--- src/hw/rtl/vmbs_pkg.sv ---
`default_nettype none

package vmbs_pkg;

  localparam int FRAC_BITS   = 8;
  localparam int COORD_W     = 32;
  localparam int NUM_COORDS  = 3;
  localparam int NUM_CORNERS = 4;
  localparam int VERTEX_W    = NUM_COORDS * COORD_W;
  localparam int STORE_AW    = 19;
  localparam int WIDTH_W     = 11;
  localparam int HEIGHT_W    = 10;
  localparam int POSX_W      = 18;
  localparam int POSY_W      = 17;
  localparam int COL_W       = POSX_W - FRAC_BITS;
  localparam int ROW_W       = POSY_W - FRAC_BITS;
  localparam int WGT_W       = 2 * FRAC_BITS + 1;
  localparam int PROD_W      = COORD_W + WGT_W + 1;
  localparam int PAIR_W      = PROD_W + 1;
  localparam int SUM_W       = PAIR_W + 1;
  localparam int MIN_DIM     = 2;
  localparam int MAX_WIDTH   = 1024;
  localparam int MAX_HEIGHT  = 512;
  localparam int RESET_WIDTH  = 640;
  localparam int RESET_HEIGHT = 480;

  localparam logic [COORD_W-1:0] MINUS_ONE_Q16 = 32'hFFFF_0000;
  localparam logic [SUM_W-1:0]   ROUND_BIAS    = SUM_W'(1) << (2 * FRAC_BITS - 1);

  typedef enum logic {
    CMD_WRITE = 1'b0,
    CMD_QUERY = 1'b1
  } cmd_t;

  typedef enum logic {
    REG_IMAGE_WIDTH  = 1'b0,
    REG_IMAGE_HEIGHT = 1'b1
  } reg_idx_t;

  typedef struct packed {
    logic                               ok;
    logic [NUM_CORNERS-1:0][WGT_W-1:0] wgt;
  } query_t;

endpackage

`default_nettype wire

--- src/hw/rtl/vmbs_addr.sv ---
`default_nettype none

module vmbs_addr (
  input  wire logic                          clk,
  input  wire logic                          rst_n,
  input  wire logic                          in_valid,
  output logic                               in_ready,
  input  wire logic                          in_cmd,
  input  wire logic [vmbs_pkg::POSX_W-1:0]   in_pos_x,
  input  wire logic [vmbs_pkg::POSY_W-1:0]   in_pos_y,
  input  wire logic [vmbs_pkg::WIDTH_W-1:0]  w_use,
  input  wire logic [vmbs_pkg::HEIGHT_W-1:0] h_use,
  input  wire logic                          down_ready,
  output logic                               s1_valid,
  output vmbs_pkg::query_t                   s1_q,
  output logic [vmbs_pkg::STORE_AW-1:0]      addr0,
  output logic [vmbs_pkg::STORE_AW-1:0]      addr1,
  output logic [vmbs_pkg::STORE_AW-1:0]      addr2,
  output logic [vmbs_pkg::STORE_AW-1:0]      addr3
);

  import vmbs_pkg::*;

  logic                  v1_r;
  logic                  v1_nxt;
  logic [STORE_AW-1:0]   base_r;
  logic [STORE_AW-1:0]   base_nxt;
  query_t                q1_r;
  query_t                q1_nxt;
  logic                  load;
  logic [COL_W-1:0]      px;
  logic [ROW_W-1:0]      py;
  logic [FRAC_BITS-1:0]  fx;
  logic [FRAC_BITS-1:0]  fy;
  logic [FRAC_BITS:0]    hx [2];
  logic [FRAC_BITS:0]    hy [2];
  logic [2*FRAC_BITS+1:0] wfull [NUM_CORNERS];
  logic [STORE_AW:0]     row_base;
  logic [STORE_AW:0]     base_full;

  assign in_ready = !v1_r || down_ready;
  assign load     = in_valid && in_ready;

  assign px = in_pos_x[POSX_W-1:FRAC_BITS];
  assign py = in_pos_y[POSY_W-1:FRAC_BITS];
  assign fx = in_pos_x[FRAC_BITS-1:0];
  assign fy = in_pos_y[FRAC_BITS-1:0];

  always_comb begin
    hx[0] = (FRAC_BITS+1)'(1 << FRAC_BITS) - {1'b0, fx};
    hx[1] = {1'b0, fx};
    hy[0] = (FRAC_BITS+1)'(1 << FRAC_BITS) - {1'b0, fy};
    hy[1] = {1'b0, fy};
    for (int k = 0; k < NUM_CORNERS; k++) begin
      wfull[k] = (2*FRAC_BITS+2)'(hx[k % 2]) * (2*FRAC_BITS+2)'(hy[k / 2]);
    end
    row_base  = (STORE_AW+1)'(py) * (STORE_AW+1)'(w_use);
    base_full = row_base + (STORE_AW+1)'(px);
    base_nxt  = base_full[STORE_AW-1:0];
    q1_nxt.ok = ((WIDTH_W'(px) + WIDTH_W'(1)) < w_use) &&
                ((HEIGHT_W'(py) + HEIGHT_W'(1)) < h_use);
    for (int k = 0; k < NUM_CORNERS; k++) begin
      q1_nxt.wgt[k] = wfull[k][WGT_W-1:0];
    end
    v1_nxt = v1_r;
    if (in_ready) begin
      v1_nxt = load && (in_cmd == CMD_QUERY);
    end
  end

  always_ff @(posedge clk) begin
    if (!rst_n) begin
      v1_r <= 1'b0;
    end else begin
      v1_r <= v1_nxt;
    end
  end

  always_ff @(posedge clk) begin
    if (load) begin
      base_r <= base_nxt;
      q1_r   <= q1_nxt;
    end
  end

  assign s1_valid = v1_r;
  assign s1_q     = q1_r;
  assign addr0    = base_r;
  assign addr1    = base_r + STORE_AW'(1);
  assign addr2    = base_r + STORE_AW'(w_use);
  assign addr3    = addr2 + STORE_AW'(1);

endmodule

`default_nettype wire

--- config.mk ---
export PLATFORM = sky130hd
export DESIGN_NAME = vmbs_addr
export DESIGN_NICKNAME = d
export VERILOG_FILES = /design/src/hw/rtl/vmbs_pkg.sv /design/src/hw/rtl/vmbs_addr.sv
export SDC_FILE = /design/constraint.sdc
export NUM_CORES = 1
export LEC_CHECK = 0
export BUFFER_PORTS_ARGS = -buffer_cell sky130_fd_sc_hd__buf_2
export CAP_MARGIN = 20
export CORE_MARGIN = 1.5
export CORE_UTILIZATION = 56
export DETAILED_ROUTE_END_ITERATION = 8
export PLACE_DENSITY = 0.78
export SYNTH_ARGS = -nofsm -noshare
export SYNTH_HDL_FRONTEND = slang
export SYNTH_SLANG_ARGS = --single-unit
--- constraint.sdc ---
create_clock -name clk -period 5.9 [get_ports clk]
set_input_delay 0.885 -clock clk [delete_from_list [all_inputs] [get_ports clk]]
set_output_delay 0.885 -clock clk [all_outputs]
set_load 0.01 [all_outputs]
==> results of run 1 <==
-- power breakdown --
part	switching, µW	internal, µW
clock	270	330
combinational	3460	2930
sequential	200	1150
total	3930	4410
-- area by class of cell --
class	count	area, µm²
Tap cell	396	495
Fill cell	2471	10100
Sequential cell	85	2540
Multi-Input combinational cell	1379	13400
Inverter	366	1380
Clock inverter	7	72.6
Clock buffer	9	225
Timing Repair Buffer	393	2450
-- repair_timing --
action,4_1_cts,5_1_grt
gates resized for setup,1,32
pin swaps,0,15
buffers inserted,0,2
endpoints found under the setup margin,1,10
cloned,0,0
-- sequential cells by signal (all words and copies together), names as in the netlist --
signal    cells
addr0        19
s1_valid      1
s1_q         65
-- stage by stage --
stage	setup TNS [ps]	std cells	instance area (µm²)	utilization
2_1_floorplan	0	1900	17500	-
3_3_place_gp	-1800	2617	20100	0.656
3_5_place_dp	-2910	2617	20100	0.656
4_1_cts	0	2633	20400	0.666
5_1_grt	-18.3	2635	20600	0.672
6_report	0	2635	20600	0.672
-- Yosys cell counts, drive strengths merged (11+ instances only) --
cell type	instances
inv	365
o21a	11
xor2	38
and2	184
a21oi	38
nand2	179
xnor2	113
nor3	20
edfxtp	84
nor2	95
ha	235
a21o	15
and3	21
nor2b	12
fa	239
nand3	40
clkbuf	64
o21ai	32
-- placed cells by master (no fill, tap or decap), drive strengths merged, types with 7 or more instances in the layout --
cell and count:
a21boi 10, and3 21, buf 393, xnor2 113
fa 239, o21a 11, a21oi 38, o21ai 32
or3 10, nor2 95, nor3 20, nor2b 12
edfxtp 84, xor2 38, and2 184, a211oi 7
a21o 15, nand3 40, ha 235, inv 366
clkbuf 9, nand2 179
-- layer usage --
layer	track usage	part of all wire
met3	0.0357	0.068
met1	0.347	0.39
met5	0	0
met2	0.502	0.50
met4	0.115	0.038
-- logic make-up after synthesis --
kind of cell | count (synthesis)
other cells | 1
fa+ha+maj | 474
xor+xnor | 151
buf+inv | 436
flops | 85
simple gates | 591
compound gates | 162
-- worst max-delay path: stages --
cell,delay [ps]
buf_2,130
clkinvlp_4,90
ha_4,140
nand2_2,60
or3_4,430
buf_6,140
or3_4,350
nor2_4,110
fa_1,450
fa_1,490
inv_1,50
fa_1,480
fa_1,490
inv_1,40
ha_1,280
a21boi_2,180
o21ai_2,180
a21oi_2,90
a41o_1,200
o41a_1,420
xnor2_1,140
-- worst max path at each step --
stage                          end  slack [ps]  depth (start not counted)
after floorplan           s1_q[16]           3                         22
after global placement    s1_q[15]        -230                         24
after detailed placement  s1_q[16]        -390                         26
after CTS                 s1_q[32]          60                         23
after global routing      s1_q[16]         -20                         21
final                     s1_q[16]         170                         21
==> impl_metrics.tcl, run 1 <==
set metrics [dict create \
    layout_setup_ws_ps 171 \
    wl_per_cell_um 16.7 \
    hold_viol_final 0 \
    grt_pass1_vias 14994 \
    slew_viol_final 0 \
    start_util 0.570 \
    avgSynthCellArea_um2 9.20 \
    gp_congestion 0.987 \
    min_from "s1_valid" \
    ff2ff_setup_slack_ps 3930 \
    reg2regPathDepth 3 \
    synth-simple-area-share 0.171 \
    grt_max_degree 55 \
    syn_nets 2435 \
    power_density_mw_per_mm2 405 \
    track_usage 0.283 \
    firstDrtPassIters 6 \
    reg2reg_to "addr0[4]" \
    worstSetupPathType "in -> reg" \
    synth-compound-area-share 0.0676 \
    netlist_instances 1900 \
    wl_um 44100 \
    grt_pass1_wl_um 73300 \
    critPathCaptureType "register" \
    synth-warning-count 0 \
    drv_cap 0 \
    min_period_ps 5730 \
    cts.sinks 85 \
    synth_top_area_frac 0.274 \
    numCtsBuffers 9 \
    synth_xor_area_frac 0.0778 \
    num_antenna_cells 0 \
    muxShareOfSynthArea 0 \
    cts_htree_levels 3 \
    io_buffers 206 \
    power.leakage_uw 0.0108 \
    clock_latency_ps 370 \
    fin_skew_ps 10.4 \
    synth_flop_cell "edfxtp_1" \
    r2r_start "s1_valid" \
    ctsHoldBuffers 0 \
    ys_seq_area_frac 0.145 \
    grt_overflow 0 \
    drc 0 \
    run_status "completed" \
    ys_types 79 \
    hold_end "s1_valid" \
    synthArstFlopShare 0 \
    vdd_drop_max_v 0.000297 \
    cts_tree "yes" \
    synth-edff-count 84 \
    power_uw 8340 \
    vias_per_cell 5.43 \
    dp_hpwl_um 36700 \
    clk_root_buffer_cell "clkbuf_16" \
    hp-class "reg -> reg" \
    hold_depth 2 \
    fmax_mhz 175 \
    startpoint "in_pos_x[0]" \
    cp.arrival_ps 5850 \
    period_share 0.971 \
    vias 14296 \
    core_mm2 0.0307 \
    die-area_mm2 0.0323 \
    antenna_found_initial 0 \
    worst_slew_pin_slew_ps 700 \
    rows 64 \
    synth_top_family_by_area "adder cells" \
    yosys.area_share.adder 0.442 \
    pre_cts_ws_ps -389 \
    num_io_pins 208 \
    setup_violations 0 \
    required_ps 6020 \
    cp_max_fo 3 \
    syn2layout_area_growth_pct 18.0 \
    synth-seq-cells 85 \
    die_h_um 180 \
    synthesis.area_mm2 0.0175 \
    clkSlewWorstSetupHoldPaths_ps 80 \
    drive_above_1_share 0.209 \
    slew_headroom 0.530 \
    yosys.area.top_type "fa_1" \
    die-width_um 180 \
    fin_nets 2769 \
    synth.area.top_cells "fa_1 27%, ha_1 17%, edfxtp_1 14%" \
    drt_iter0_markers 713 \
    clockBufferDepth 2 \
    whs_ps 540 \
    antenna_left 0 \
    cp-start-kind "primary input" \
]
No activity file was read; power rests on OpenSTA's default activity.
==> run 2, diff against run 1 <==
CORE_UTILIZATION = 50   (was 56)
PLACE_DENSITY = 0.71   (was 0.78)
==> run 2 against run 1 <==
Net effect: via count shrank 1.8%; wire length increased by 1.6%; final area is 0.53% higher; combinational power hardly changed; hold slack better by 2.3 ps; maximum frequency shrank 0.10%; largest cell class unchanged; non-clock buffer count rose by 5; critical path depth is 1 higher; flip-flop and latch count did not move; sequential share of layout area shrank 0.065 points; global-route usage shrank 2.1 points.
==> impl_metrics.tcl, run 2 (synthesis results as in run 1) <==
set metrics [dict create \
    io_buffers 206 \
    min_period_ps 5730 \
    drt_iter0_markers 608 \
    vias 14034 \
    r2r_start "s1_valid" \
    internal_power_uw 4400 \
    mostFrequentLayoutCells "363 x inv_1, 239 x fa_1, 232 x ha_1" \
    numCtsBuffers 9 \
    gp_congestion 0.927 \
    cp_num_buf_inv 6 \
    wl_um 44800 \
    wl_per_cell_um 16.6 \
    die-area_mm2 0.0361 \
    cp_top_family "adder cells" \
    required_ps 6090 \
    pwr-share-clk 0.073 \
    vdd_drop_max_v 0.000315 \
    grt_pass1_vias 14896 \
    cp_max_fo 7 \
    die_h_um 190 \
    startpoint "in_pos_x[0]" \
    cts.sinks 85 \
    rows 68 \
    cp-start-kind "primary input" \
    clk_root_buffer_cell "clkbuf_16" \
    slew_viol_final 0 \
    rsz0062_at_grt "true" \
    setup_violations 0 \
    hold_viol_final 0 \
    swShare 0.471 \
    cp.arrival_ps 5930 \
    clkSlewWorstSetupHoldPaths_ps 70 \
    worstSetupPathType "in -> reg" \
    p_comb_frac 0.765 \
    drv_cap 0 \
    fin_nets 2774 \
    power_density_mw_per_mm2 402 \
    cp_slowest_cell "fa_1" \
    core_mm2 0.0345 \
    antenna_left 0 \
    hp-class "reg -> reg" \
    fin_skew_ps 9.79 \
    run_status "completed" \
    start_util 0.507 \
    min_from "s1_valid" \
    cp_cell_sequence "buf_2 -> clkinvlp_4 -> ha_4 -> nand2_2 -> or3_4 -> xor2_4 -> buf_4 -> and2_1 -> fa_1 -> fa_1 -> fa_1 -> inv_1 -> fa_1 -> inv_1 -> ha_1 -> and2_1 -> o21ai_0 -> o21ai_1 -> o41ai_2 -> buf_4 -> nor2_1 -> a211oi_1" \
    grt_pass1_wl_um 74200 \
    vias_per_cell 5.20 \
    fill_cells 3001 \
    p_switching_uw 3920 \
    p_seq_frac 0.163 \
    firstDrtPassIters 6 \
    clock_latency_ps 360 \
    drive_above_1_share 0.211 \
    largest_register_ff_count 65 \
    cts_htree_levels 3 \
    worst_slew_pin_slew_ps 709 \
    fmax_mhz 174 \
    syn2layout_area_growth_pct 18.6 \
    grt_max_degree 55 \
    crit_path_frequent_cell "fa_1" \
    die-width_um 190 \
    power_uw 8320 \
    layout_commonest_cell "inv_1" \
    cts_tree "yes" \
    drc 0 \
    period_share 0.972 \
    track_usage 0.262 \
    critPathCaptureType "register" \
    critPathMaxStageDelay_ps 570 \
    power.leakage_uw 0.0108 \
    antenna_found_initial 2 \
    num_io_pins 208 \
    clockBufferDepth 2 \
    dp_hpwl_um 37400 \
    slew_headroom 0.527 \
    whs_ps 542 \
    grt_overflow 0 \
]
## run 2: changes by cell type in the layout (fill, tap and decap cells not counted), moves of 2 or more
cell	change
buf_6	-2
buf_4	+6
o21ai_0	-2
nor2_2	+3
nor2_1	-2
o21ai_1	+2
## run 2: path summary, 6_finish.rpt
path	end	slack [ps]	depth (start not counted)
worst max-delay path	s1_q[50]	170	22
worst min-delay path	s1_valid	540	2
worst max register to register	s1_q[5]	3950	3
worst min register to register	s1_valid	540	2
## run 2: repair_timing
action | in CTS | in global routing
endpoints found under the setup margin | 1 | 11
hold buffers | 0 | 0
setup buffers | 0 | 1
resized for setup | 1 | 32
pin swaps | 0 | 17
## run 2: area by class of cell
class / instances / area [µm²] / area share
well taps: 455 / 569 / 0.0275
inverters: 366 / 1380 / 0.0665
multi-input cells: 1379 / 13400 / 0.648
clock inverters: 7 / 72.6 / 0.00350
flip-flops and latches: 85 / 2540 / 0.123
clock buffers: 9 / 225 / 0.0109
diodes: 1 / 2.50 / 0.000121
repair buffers: 398 / 2500 / 0.121
## run 2: worst register-to-register path: cells and delay by family (launching register included)
kind          cells  cell delay [ps]
buf+inv           1              660
flops             1              320
simple gates      2              560
## run 2: power groups by stage
stage	clock (µW)	sequential (µW)	combinational, µW
after global placement	0	1360	6120
after global routing	639	1380	7160
after CTS	621	1350	6310
after detailed placement	0	1360	6250
after floorplan	0	1400	4100
final	605	1350	6360
## run 2: per-stage QoR
stage	utilization	setup WS (ps)	std cells	instance area (µm²)	setup TNS, ps
finish	0.601	165	2700	20700	0
global route	0.601	-40.8	2700	20700	-60.5
CTS	0.597	69.8	2698	20600	0
detailed placement	0.588	-367	2682	20300	-2600
global placement	0.588	-268	2682	20300	-1700
floorplan	-	2.68	1900	17500	0
## run 2: per-layer routing
metal / share of wire / track usage / routed length (µm)
met1: 0.42 / 0.324 / 18700
met2: 0.50 / 0.467 / 22400
met3: 0.051 / 0.0328 / 2300
met4: 0.033 / 0.0946 / 1470
met5: 0.000067 / 0 / 3
